`src/hdl/u8u2_pkg.sv`:
```
// ----------------------------------------------------------------------------
// u8u2_pkg
// Shared types and constants for the UTF-8 to UCS-2 stream decoder.
// ----------------------------------------------------------------------------
package u8u2_pkg;

    localparam int BYTE_W  = 8;
    localparam int UNIT_W  = 16;
    localparam int COUNT_W = 12;
    localparam int PHASE_W = 3;
    localparam int SLOTS   = 3;
    localparam int SLOT_W  = 2;

    localparam logic [COUNT_W-1:0] MAX_UNITS_RST = 12'd128;
    localparam logic [UNIT_W-1:0]  BAD_UNIT      = 16'h003F;

    // decode phases; unused codes fall back to idle
    localparam logic [PHASE_W-1:0] PH_IDLE   = 3'd0;
    localparam logic [PHASE_W-1:0] PH_SKIP   = 3'd1;
    localparam logic [PHASE_W-1:0] PH_LEAD2  = 3'd2;
    localparam logic [PHASE_W-1:0] PH_LEAD3A = 3'd3;
    localparam logic [PHASE_W-1:0] PH_LEAD3B = 3'd4;

    typedef struct packed {
        logic [UNIT_W-1:0]  code_unit;
        logic               last;
        logic [COUNT_W-1:0] unit_count;
    } result_t;

    // results caused by one byte, packed from slot 0 upwards
    typedef struct packed {
        logic [SLOTS-1:0][$bits(result_t)-1:0] slot;
        logic [SLOT_W-1:0]                     count;
    } bundle_t;

endpackage

```
`src/hdl/u8u2_decode.sv`:
```
// ----------------------------------------------------------------------------
// u8u2_decode
// Input register, decode state and per-byte decode into a result bundle.
// ----------------------------------------------------------------------------
module u8u2_decode
(
    input  logic                        clk,
    input  logic                        rst_n,
    input  logic                        cfg_we,
    input  logic [11:0]                 cfg_wdata,
    input  logic                        s_tvalid,
    output logic                        s_tready,
    input  logic [7:0]                  s_tdata,
    output u8u2_pkg::bundle_t           bundle,
    input  logic                        bundle_ready
);
    import u8u2_pkg::*;

    logic               in_valid_reg, in_valid_next;
    logic [BYTE_W-1:0]  byte_reg;
    logic [COUNT_W-1:0] max_units_reg;
    logic [PHASE_W-1:0] phase_reg, phase_next;
    logic [BYTE_W-1:0]  lead_reg, lead_next;
    logic [BYTE_W-1:0]  held_reg, held_next;
    logic [COUNT_W-1:0] units_reg, units_next;

    logic               fire;
    logic               term;
    logic               c0, c1, e0, e1;
    logic [UNIT_W-1:0]  u0, u1;
    logic [COUNT_W-1:0] w1, w2;
    logic [SLOT_W-1:0]  n;
    result_t            r0, r1, rt;

    assign fire     = in_valid_reg && bundle_ready;
    assign s_tready = !in_valid_reg || fire;

    always_comb
    begin
        in_valid_next = in_valid_reg;
        if (s_tvalid && s_tready)
        begin
            in_valid_next = 1'b1;
        end
        else if (fire)
        begin
            in_valid_next = 1'b0;
        end
    end

    // candidate units before the capacity check
    always_comb
    begin
        term       = (byte_reg == '0);
        c0         = 1'b0;
        c1         = 1'b0;
        u0         = BAD_UNIT;
        u1         = BAD_UNIT;
        phase_next = phase_reg;
        lead_next  = lead_reg;
        held_next  = held_reg;
        if (term)
        begin
            phase_next = PH_IDLE;
            lead_next  = '0;
            held_next  = '0;
            unique case (phase_reg)
                PH_LEAD2, PH_LEAD3A:
                begin
                    c0 = 1'b1;
                end
                PH_LEAD3B:
                begin
                    c0 = 1'b1;
                    // held byte that is no continuation is decoded on its own
                    c1 = (held_reg[7:6] != 2'b10);
                    u1 = held_reg[7] ? BAD_UNIT : {8'h00, held_reg};
                end
                default:
                begin
                end
            endcase
        end
        else
        begin
            unique case (phase_reg)
                PH_LEAD2:
                begin
                    phase_next = PH_IDLE;
                    c0         = 1'b1;
                    u0         = {5'd0, lead_reg[4:0], byte_reg[5:0]};
                end
                PH_LEAD3A:
                begin
                    held_next  = byte_reg;
                    phase_next = PH_LEAD3B;
                end
                PH_LEAD3B:
                begin
                    phase_next = PH_IDLE;
                    c0         = 1'b1;
                    u0         = {lead_reg[3:0], held_reg[5:0], byte_reg[5:0]};
                end
                default:
                begin
                    priority if (phase_reg == PH_SKIP && byte_reg[7:6] == 2'b10)
                    begin
                        phase_next = PH_SKIP;
                    end
                    else if (byte_reg[7:5] == 3'b110)
                    begin
                        lead_next  = byte_reg;
                        phase_next = PH_LEAD2;
                    end
                    else if (byte_reg[7:4] == 4'b1110)
                    begin
                        lead_next  = byte_reg;
                        phase_next = PH_LEAD3A;
                    end
                    else if (byte_reg[7])
                    begin
                        c0         = 1'b1;
                        phase_next = PH_SKIP;
                    end
                    else
                    begin
                        c0         = 1'b1;
                        u0         = {8'h00, byte_reg};
                        phase_next = PH_IDLE;
                    end
                end
            endcase
        end
    end

    // capacity check per unit, then pack the bundle
    always_comb
    begin
        e0 = c0 && (units_reg < max_units_reg);
        w1 = units_reg + {{(COUNT_W-1){1'b0}}, e0};
        e1 = c1 && (w1 < max_units_reg);
        w2 = w1 + {{(COUNT_W-1){1'b0}}, e1};

        r0 = '{code_unit: u0, last: 1'b0, unit_count: w1};
        r1 = '{code_unit: u1, last: 1'b0, unit_count: w2};
        rt = '{code_unit: '0, last: 1'b1, unit_count: w2};

        bundle = '0;
        n      = '0;
        if (e0)
        begin
            bundle.slot[n] = r0;
            n              = n + 2'd1;
        end
        if (e1)
        begin
            bundle.slot[n] = r1;
            n              = n + 2'd1;
        end
        if (term)
        begin
            bundle.slot[n] = rt;
            n              = n + 2'd1;
        end
        // empty bundle unless a byte is held
        bundle.count = in_valid_reg ? n : '0;

        units_next = term ? '0 : w2;
    end

    always_ff @(posedge clk or negedge rst_n)
    begin
        if (!rst_n)
        begin
            in_valid_reg  <= 1'b0;
            max_units_reg <= MAX_UNITS_RST;
            phase_reg     <= PH_IDLE;
            lead_reg      <= '0;
            held_reg      <= '0;
            units_reg     <= '0;
        end
        else
        begin
            in_valid_reg <= in_valid_next;
            if (cfg_we)
            begin
                max_units_reg <= cfg_wdata;
            end
            if (fire)
            begin
                phase_reg <= phase_next;
                lead_reg  <= lead_next;
                held_reg  <= held_next;
                units_reg <= units_next;
            end
        end
    end

    always_ff @(posedge clk)
    begin
        if (s_tvalid && s_tready)
        begin
            byte_reg <= s_tdata;
        end
    end

endmodule

```
`src/hdl/u8u2_serial.sv`:
```
// ----------------------------------------------------------------------------
// u8u2_serial
// Result register: holds one bundle and hands its results out one by one.
// ----------------------------------------------------------------------------
module u8u2_serial
(
    input  logic                clk,
    input  logic                rst_n,
    input  u8u2_pkg::bundle_t   bundle,
    output logic                bundle_ready,
    output logic                m_tvalid,
    input  logic                m_tready,
    output logic [31:0]         m_tdata,
    output logic                m_tlast
);
    import u8u2_pkg::*;

    logic [SLOTS-1:0][$bits(result_t)-1:0] buf_reg, buf_next;
    logic [SLOT_W-1:0]                     rem_reg, rem_next;
    logic                                  take;
    result_t                               head;

    assign head     = result_t'(buf_reg[0]);
    assign m_tvalid = (rem_reg != '0);
    assign m_tdata  = {4'd0, head.unit_count, head.code_unit};
    assign m_tlast  = head.last;
    assign take     = m_tvalid && m_tready;
    // a new bundle may load as the final result of the current one leaves
    assign bundle_ready = (rem_reg == '0) || (take && rem_reg == 2'd1);

    always_comb
    begin
        buf_next = buf_reg;
        rem_next = rem_reg;
        if (bundle_ready)
        begin
            buf_next = bundle.slot;
            rem_next = bundle.count;
        end
        else if (take)
        begin
            buf_next[0] = buf_reg[1];
            buf_next[1] = buf_reg[2];
            rem_next    = rem_reg - 2'd1;
        end
    end

    always_ff @(posedge clk or negedge rst_n)
    begin
        if (!rst_n)
        begin
            rem_reg <= '0;
        end
        else
        begin
            rem_reg <= rem_next;
        end
    end

    always_ff @(posedge clk)
    begin
        buf_reg <= buf_next;
    end

endmodule

```
`src/hdl/utf8_to_ucs2_stream_decoder.sv`:
```
// Path: a byte is held in the input register, then its results in the result register.
// Throughput: one byte per cycle while m_tready is high and each byte gives at
//   most one result; a terminator after a cut-short lead gives up to three results,
//   one a cycle, and holds input until the last has left (single result register).
// Reset: rst_n asynchronous, active low; decode state idle, count zero,
//   max_units 128. No clearing pass.
// ----------------------------------------------------------------------------
// utf8_to_ucs2_stream_decoder
// Streaming UTF-8 byte to UCS-2 code unit decoder with a unit limit.
// ----------------------------------------------------------------------------
module utf8_to_ucs2_stream_decoder
(
    input  logic        clk,
    input  logic        rst_n,
    input  logic        cfg_we,
    input  logic [11:0] cfg_wdata,   // max_units
    input  logic        s_tvalid,
    output logic        s_tready,
    input  logic [7:0]  s_tdata,     // [7:0] byte_in
    output logic        m_tvalid,
    input  logic        m_tready,
    output logic [31:0] m_tdata,     // [15:0] code_unit, [27:16] unit_count
    output logic        m_tlast
);
    import u8u2_pkg::*;

    bundle_t bundle;
    logic    bundle_ready;

    u8u2_decode u_decode
    (
        .clk          (clk),
        .rst_n        (rst_n),
        .cfg_we       (cfg_we),
        .cfg_wdata    (cfg_wdata),
        .s_tvalid     (s_tvalid),
        .s_tready     (s_tready),
        .s_tdata      (s_tdata),
        .bundle       (bundle),
        .bundle_ready (bundle_ready)
    );

    u8u2_serial u_serial
    (
        .clk          (clk),
        .rst_n        (rst_n),
        .bundle       (bundle),
        .bundle_ready (bundle_ready),
        .m_tvalid     (m_tvalid),
        .m_tready     (m_tready),
        .m_tdata      (m_tdata),
        .m_tlast      (m_tlast)
    );

endmodule

```
`config.mk`:
```
export PLATFORM = sky130hd
export DESIGN_NAME = utf8_to_ucs2_stream_decoder
export DESIGN_NICKNAME = d
export VERILOG_FILES = /design/src/hdl/u8u2_pkg.sv /design/src/hdl/u8u2_decode.sv /design/src/hdl/u8u2_serial.sv /design/src/hdl/utf8_to_ucs2_stream_decoder.sv
export SDC_FILE = /design/constraint.sdc
export NUM_CORES = 1
export LEC_CHECK = 0
export BUFFER_PORTS_ARGS = -buffer_cell sky130_fd_sc_hd__buf_2
export CAP_MARGIN = 20
export CELL_PAD_IN_SITES_DETAIL_PLACEMENT = 0
export CELL_PAD_IN_SITES_GLOBAL_PLACEMENT = 1
export CORE_MARGIN = 2
export CORE_UTILIZATION = 45
export DETAILED_ROUTE_END_ITERATION = 7
export PLACE_DENSITY_LB_ADDON = 0.1
export SETUP_SLACK_MARGIN = 0.02
export SLEW_MARGIN = 10
export SYNTH_ARGS = -nofsm -noshare
export SYNTH_HDL_FRONTEND = slang
export SYNTH_SLANG_ARGS = --single-unit
```
`constraint.sdc`:
```
create_clock -name clk -period 10.6 [get_ports clk]
set_clock_uncertainty 0.1 [all_clocks]
set_input_delay 2.12 -clock clk [delete_from_list [all_inputs] [get_ports clk]]
set_output_delay 2.12 -clock clk [all_outputs]
set_load 0.01 [all_outputs]
```
After elaboration in Yosys (flattened, before gate mapping)
Cells that the tools add are included.
{"block": "classes", "eq_ne": 11, "n_lt_le_gt_ge": 6, "muxes": 50, "n_reduce_logical": 23, "n_addsub": 5}
{"cell": "$bwmux W87", "n": 2}
{"cell": "$mux W87", "n": 2}
{"cell": "$demux W29 S2", "n": 2}
{"cell": "$mux W58", "n": 2}
{"cell": "$mux W16", "n": 6}
{"cell": "$mux W29", "n": 3}
{"cell": "$pmux W16 S3", "n": 1}
{"cell": "$mux W5", "n": 5}
{"cell": "$add A12 B1 Y12", "n": 2}
{"cell": "$lt A12 B12 Y1", "n": 2}
{"cell": "$mux W8", "n": 2}
{"cell": "$mux W7", "n": 2}
{"cell": "$mux W12", "n": 1}
{"cell": "$mux W3", "n": 4}
{"cell": "$mux W1", "n": 11}
{"cell": "$mux W2", "n": 5}
{"cell": "$logic_and A1 B1 Y1", "n": 9}
{"cell": "$logic_not A8 Y1", "n": 1}
{"cell": "$reduce_bool A2 Y1", "n": 4}
{"cell": "$eq A3 B2 Y1 const B", "n": 2}
{"cell": "$eq A3 B3 Y1 const B", "n": 2}
{"cell": "$pmux W3 S2", "n": 1}
{"cell": "$eq A4 B4 Y1 const B", "n": 1}
{"cell": "$ne A2 B1 Y1 const B", "n": 2}
{"cell": "other kinds (20)", "n": 21}
{"block": "totals", "inputBits": 25, "elab_cells": 106, "reg_bits": 138, "output_inout_bits": 35}

Logic depth before layout (Yosys ltp)
{"block": "depth", "ltp_word": 18, "mapped_depth": 27, "depth_no_buf": 25}

Modules after synthesis
A second synthesis with hierarchy kept.
{"block": "hier_totals", "hier_cells": 666, "hier_area_um2": 7674.9}
{"module": "u8u2_decode", "seq_area_each_um2": 1267.5, "area_each_um2": 3937.5, "instances": 1, "cells_per_inst": 465}
{"module": "u8u2_serial", "seq_area_each_um2": 2662.6, "area_each_um2": 3737.3, "instances": 1, "cells_per_inst": 201}

Worst setup path before layout
OpenSTA, ideal clock, no wires.
{"block": "synth_timing", "path_kind": "flip-flop to flip-flop", "from": "reg u_decode.byte_reg[6]", "to": "reg u_serial.buf_reg, in the netlist u_serial.head[8] (data pin)", "path_stages_with_launch": 26, "required_ns": 10.209, "setup_ns": 0.291, "t_arrival_ns": 5.330, "n_path_buf": 3, "path_slack_ns": 4.879, "path_cell_list": "edfxtp_1 -> nor4_4 -> and2_1 -> buf_4 -> a211oi_1 -> nor4b_4 -> buf_6 -> ha_1 -> nand2_1 -> nor4_1 -> nand2_1 -> xor2_1 -> inv_1 -> ha_1 -> a221o_1 -> nor2_1 -> and4b_1 -> buf_2 -> ha_1 -> ha_1 -> o2111ai_1 -> a221oi_1 -> o21ai_1 -> xnor2_1 -> a2bb2oi_1 -> a21oi_1"}
{"item": "from (decl)", "line": "u8u2_decode.sv:20", "rtl": "logic [BYTE_W-1:0] byte_reg;"}
{"item": "from (signal assigned)", "line": "u8u2_decode.sv:203", "rtl": "byte_reg <= s_tdata;"}
{"item": "to (signal assigned)", "line": "u8u2_serial.sv:62", "rtl": "buf_reg <= buf_next;"}
{"item": "to (decl)", "line": "u8u2_serial.sv:18", "rtl": "logic [SLOTS-1:0][$bits(result_t)-1:0] buf_reg, buf_next;"}

==> results.py <==
metrics = {
    "cells_and_area": {
        "design.final.nets": 661,
        "syn_to_final_growth_pct": 13.40,
        "largest_reg_flops": 33,
        "post_route_cells_drive_above_1_share": 0.1899,
        "fillerInstances": 1225,
        "num_antenna_cells": 0,
    },
    "timing": {
        "post-route-worst-setup-slack_ps": 3269,
        "fmax_ghz": 0.1364,
        "fin_crit_sh": 0.6916,
        "timing.slew.headroom": 0.3247,
        "setup_violations": 0,
        "unrepaired_setup_endpoints_after_global_routing": "no",
        "timing.setup.tns_ps": 0,
        "tightest_slew_ps": 1012,
        "hold_viol": 0,
        "slew_violations": 0,
        "timing.final.crit_period_ps": 7331,
    },
    "clocking": {
        "cts_buffers": 17,
        "cts.repair.resized": 0,
        "clock_tree.buffer_depth": 2,
        "worst_skew_pair.late_latency_ps": 430,
        "cts_root_buf": "sky130_fd_sc_hd__clkbuf_16",
        "worst_setup_hold_path_clk_slew_ps": 60,
        "cts_htree_levels": 4,
        "post_cts_buffers": 0,
        "cts-hold-fix-buffers": 0,
        "clock_tree_from_tritoncts": "built",
        "clock_sink_count": 113,
    },
    "synth": {
        "synthCells": 580,
        "yosys_register_bits": 113,
        "ys_top_cells_by_count": "sky130_fd_sc_hd__edfxtp_1, sky130_fd_sc_hd__nand2_1, sky130_fd_sc_hd__dfrtp_1, sky130_fd_sc_hd__nor2_1, sky130_fd_sc_hd__o21ai_0",
        "synth_most_common_cell": "sky130_fd_sc_hd__edfxtp_1",
        "netlist.top_cell.by_area": "sky130_fd_sc_hd__edfxtp_1",
        "ys_seq_area_frac": 0.5089,
        "synth_top_flop_cell": "sky130_fd_sc_hd__edfxtp_1",
        "synth_enable_flop_cells": 70,
        "post_synth_instance_area_mm2": 0.006247,
        "synth_largest_type_area_fraction": 0.3365,
        "synth-async-reset-ratio": 0.3805,
        "synth_top_cells_by_area": "sky130_fd_sc_hd__edfxtp_1, sky130_fd_sc_hd__dfrtp_1, sky130_fd_sc_hd__ha_1, sky130_fd_sc_hd__buf_4, sky130_fd_sc_hd__nand2_1",
        "synth.yosys.warnings": 0,
        "synth.avg_cell_area_um2": 10.77,
        "ys_types": 73,
    },
    "placed_design": {
        "io_buffers": 55,
        "worst_case_setup_slack_after_placement_ps": 3342,
        "detailed_place_hpwl_um": 10580,
        "gp_routability_congestion": 0.9369,
    },
    "pwr": {
        "pwr_density_cell_mw_per_mm2": 296.9,
        "total_leakage_power_nw": 2.942,
        "ir_worst_vdd_v": 0.0001179,
        "report.power.total_w": 0.002104,
    },
    "routing": {
        "detail_route.drc_violations": 0,
        "drt_wl_total_um": 14990,
        "drt_first_iter_violations": 450,
        "detail_route.wl_per_cell_um": 18.84,
        "antenna_violating_nets_post_route": 0,
        "dr_total_vias": 4478,
        "post_drt_via_cell_ratio": 5.626,
        "first_pass_iters": 5,
    },
    "floorplan": {
        "die-area_mm2": 0.01484,
        "std_cell_rows": 43,
        "initial_core_util": 0.4554,
        "core_mm2": 0.01372,
        "top_level_ports": 60,
        "chipHeight_um": 121.8,
        "width_of_the_die_um": 121.8,
    },
    "critical_path": {
        "timing.critical_path.arrival_ps": 7390,
        "worstPathRequired_ps": 10660,
        "r2r_slack_ps": 3270,
        "timing.critical_path.fanout_max": 15,
        "cp-end-kind": "flop",
        "critical_path.startpoint_type": "flop",
        "crit_type": "flop to flop",
    },
    "grt": {
        "grt_start_max_net_pins": 50,
        "globalRouteTotalUtil": 0.2139,
        "overflow": 0,
        "number_of_antenna_violations_at_the_first_check_in_global_routing": 0,
        "wire_length_of_the_first_global_routing_pass_um": 23390,
        "grt_pass1_vias": 4133,
    },
    "job": {
        "cap_viol_max_count": 0,
    },
    "worst_hold_path": {
        "timing.hold.worst.class": "flop to flop",
    },
    "outcome": {
        "status": "finished clean",
    },
}
-- cell families (layout without fill, tap and decap cells) --
| family | count (synthesis) | count (layout) | share of synthesized area |
|---|---|---|---|
| xor+xnor | 18 | 18 | 0.02524 |
| mux | 14 | 14 | 0.02504 |
| compound gates | 135 | 135 | 0.1464 |
| simple gates | 178 | 178 | 0.1524 |
| other cells | 1 | 4 | 0.0006003 |
| fa+ha+maj | 33 | 33 | 0.06609 |
| flops | 113 | 113 | 0.5089 |
| buf+inv | 88 | 121 | 0.07531 |
-- through the flow --
stage	hold WS [ps]	std cells	util	instance area, um2
finish	413.7	796	0.5164	7084
global route	454.6	796	0.5164	7084
global placement	403.4	763	0.4682	6424
CTS	414.5	795	0.5149	7064
detailed placement	403.0	763	0.4682	6424
floorplan	381.1	583	-	6259
-- cells in the final DEF, fill, tap and decap left out, types with 8 or more instances in the layout --
| cell type | count |
|---|---|
| sky130_fd_sc_hd__edfxtp_1 | 70 |
| sky130_fd_sc_hd__buf_2 | 55 |
| sky130_fd_sc_hd__nand2_1 | 54 |
| sky130_fd_sc_hd__dfrtp_1 | 42 |
| sky130_fd_sc_hd__nor2_1 | 41 |
| sky130_fd_sc_hd__o21ai_0 | 35 |
| sky130_fd_sc_hd__ha_1 | 33 |
| sky130_fd_sc_hd__inv_1 | 28 |
| sky130_fd_sc_hd__a21oi_1 | 21 |
| sky130_fd_sc_hd__a22o_1 | 18 |
| sky130_fd_sc_hd__clkbuf_16 | 18 |
| sky130_fd_sc_hd__mux2_2 | 13 |
| sky130_fd_sc_hd__and2_1 | 12 |
| sky130_fd_sc_hd__xnor2_1 | 11 |
| sky130_fd_sc_hd__or3_1 | 11 |
| sky130_fd_sc_hd__nand3_1 | 10 |
| sky130_fd_sc_hd__o21ai_1 | 10 |
| sky130_fd_sc_hd__nor4_1 | 8 |
-- path summary, 6_finish.rpt --
| path | to | cells after the start | from |
|---|---|---|---|
| setup reg to reg | u_serial.head[8]$_DFFE_PP_ | 22 | u_decode.byte_reg[4]$_DFFE_PP_ |
| hold / removal | u_serial.head[19]$_DFFE_PP_ | 2 | u_serial.buf_reg[48]$_SDFFCE_PP0P_ |
| hold reg to reg | u_serial.head[19]$_DFFE_PP_ | 2 | u_serial.buf_reg[48]$_SDFFCE_PP0P_ |
| min in group asynchronous | u_decode.units_reg[4]$_DFFE_PN0P_ | 1 | rst_n |
| setup / recovery | u_serial.head[8]$_DFFE_PP_ | 22 | u_decode.byte_reg[4]$_DFFE_PP_ |
| max in group asynchronous | u_serial.rem_reg[1]$_DFFE_PN0P_ | 2 | rst_n |
-- power by group --
| group | internal (W) | total, W | switching, W |
|---|---|---|---|
| Clock | 0.000419 | 0.000620 | 0.000201 |
| Sequential | 0.000678 | 0.000772 | 0.0000936 |
| Combinational | 0.000254 | 0.000712 | 0.000458 |
| Total | 0.00135 | 0.00210 | 0.000753 |
-- final cells by class --
type | instances | area [um2] | share of cell area
clock buffer | 23 | 489.2 | 0.06906
clock inverter | 9 | 151.4 | 0.02137
inverter | 31 | 116.4 | 0.01643
multi-input combinational | 382 | 2613 | 0.3688
sequential | 113 | 3179 | 0.4488
tap | 180 | 225.2 | 0.03179
timing repair buffer | 58 | 310.3 | 0.04380
-- critical path: stages, from the launching register on --
cell	delay, ps
sky130_fd_sc_hd__edfxtp_1	460
sky130_fd_sc_hd__nor4_2	490
sky130_fd_sc_hd__and2_1	500
sky130_fd_sc_hd__a211oi_1	140
sky130_fd_sc_hd__nor4b_4	850
sky130_fd_sc_hd__ha_1	470
sky130_fd_sc_hd__nand2_1	110
sky130_fd_sc_hd__nor4_1	550
sky130_fd_sc_hd__nand2_1	130
sky130_fd_sc_hd__xor2_1	230
sky130_fd_sc_hd__inv_1	110
sky130_fd_sc_hd__ha_1	300
sky130_fd_sc_hd__a221o_1	290
sky130_fd_sc_hd__nor2_1	110
sky130_fd_sc_hd__and4b_1	420
sky130_fd_sc_hd__ha_1	260
sky130_fd_sc_hd__ha_1	270
sky130_fd_sc_hd__o2111ai_1	190
sky130_fd_sc_hd__a221oi_1	370
sky130_fd_sc_hd__o21ai_1	140
sky130_fd_sc_hd__xnor2_1	310
sky130_fd_sc_hd__a2bb2oi_1	190
sky130_fd_sc_hd__a21oi_1	80
-- per-layer routing --
| layer | share of wire | wire length (um) | GRT usage |
|---|---|---|---|
| met5 | 0 | 0 | 0 |
| met4 | 0.010 | 153 | 0.06609 |
| met3 | 0.075 | 1121 | 0.05993 |
| met2 | 0.42 | 6253 | 0.2870 |
| met1 | 0.50 | 7464 | 0.3314 |
Power figures use the tool's default switching activity.
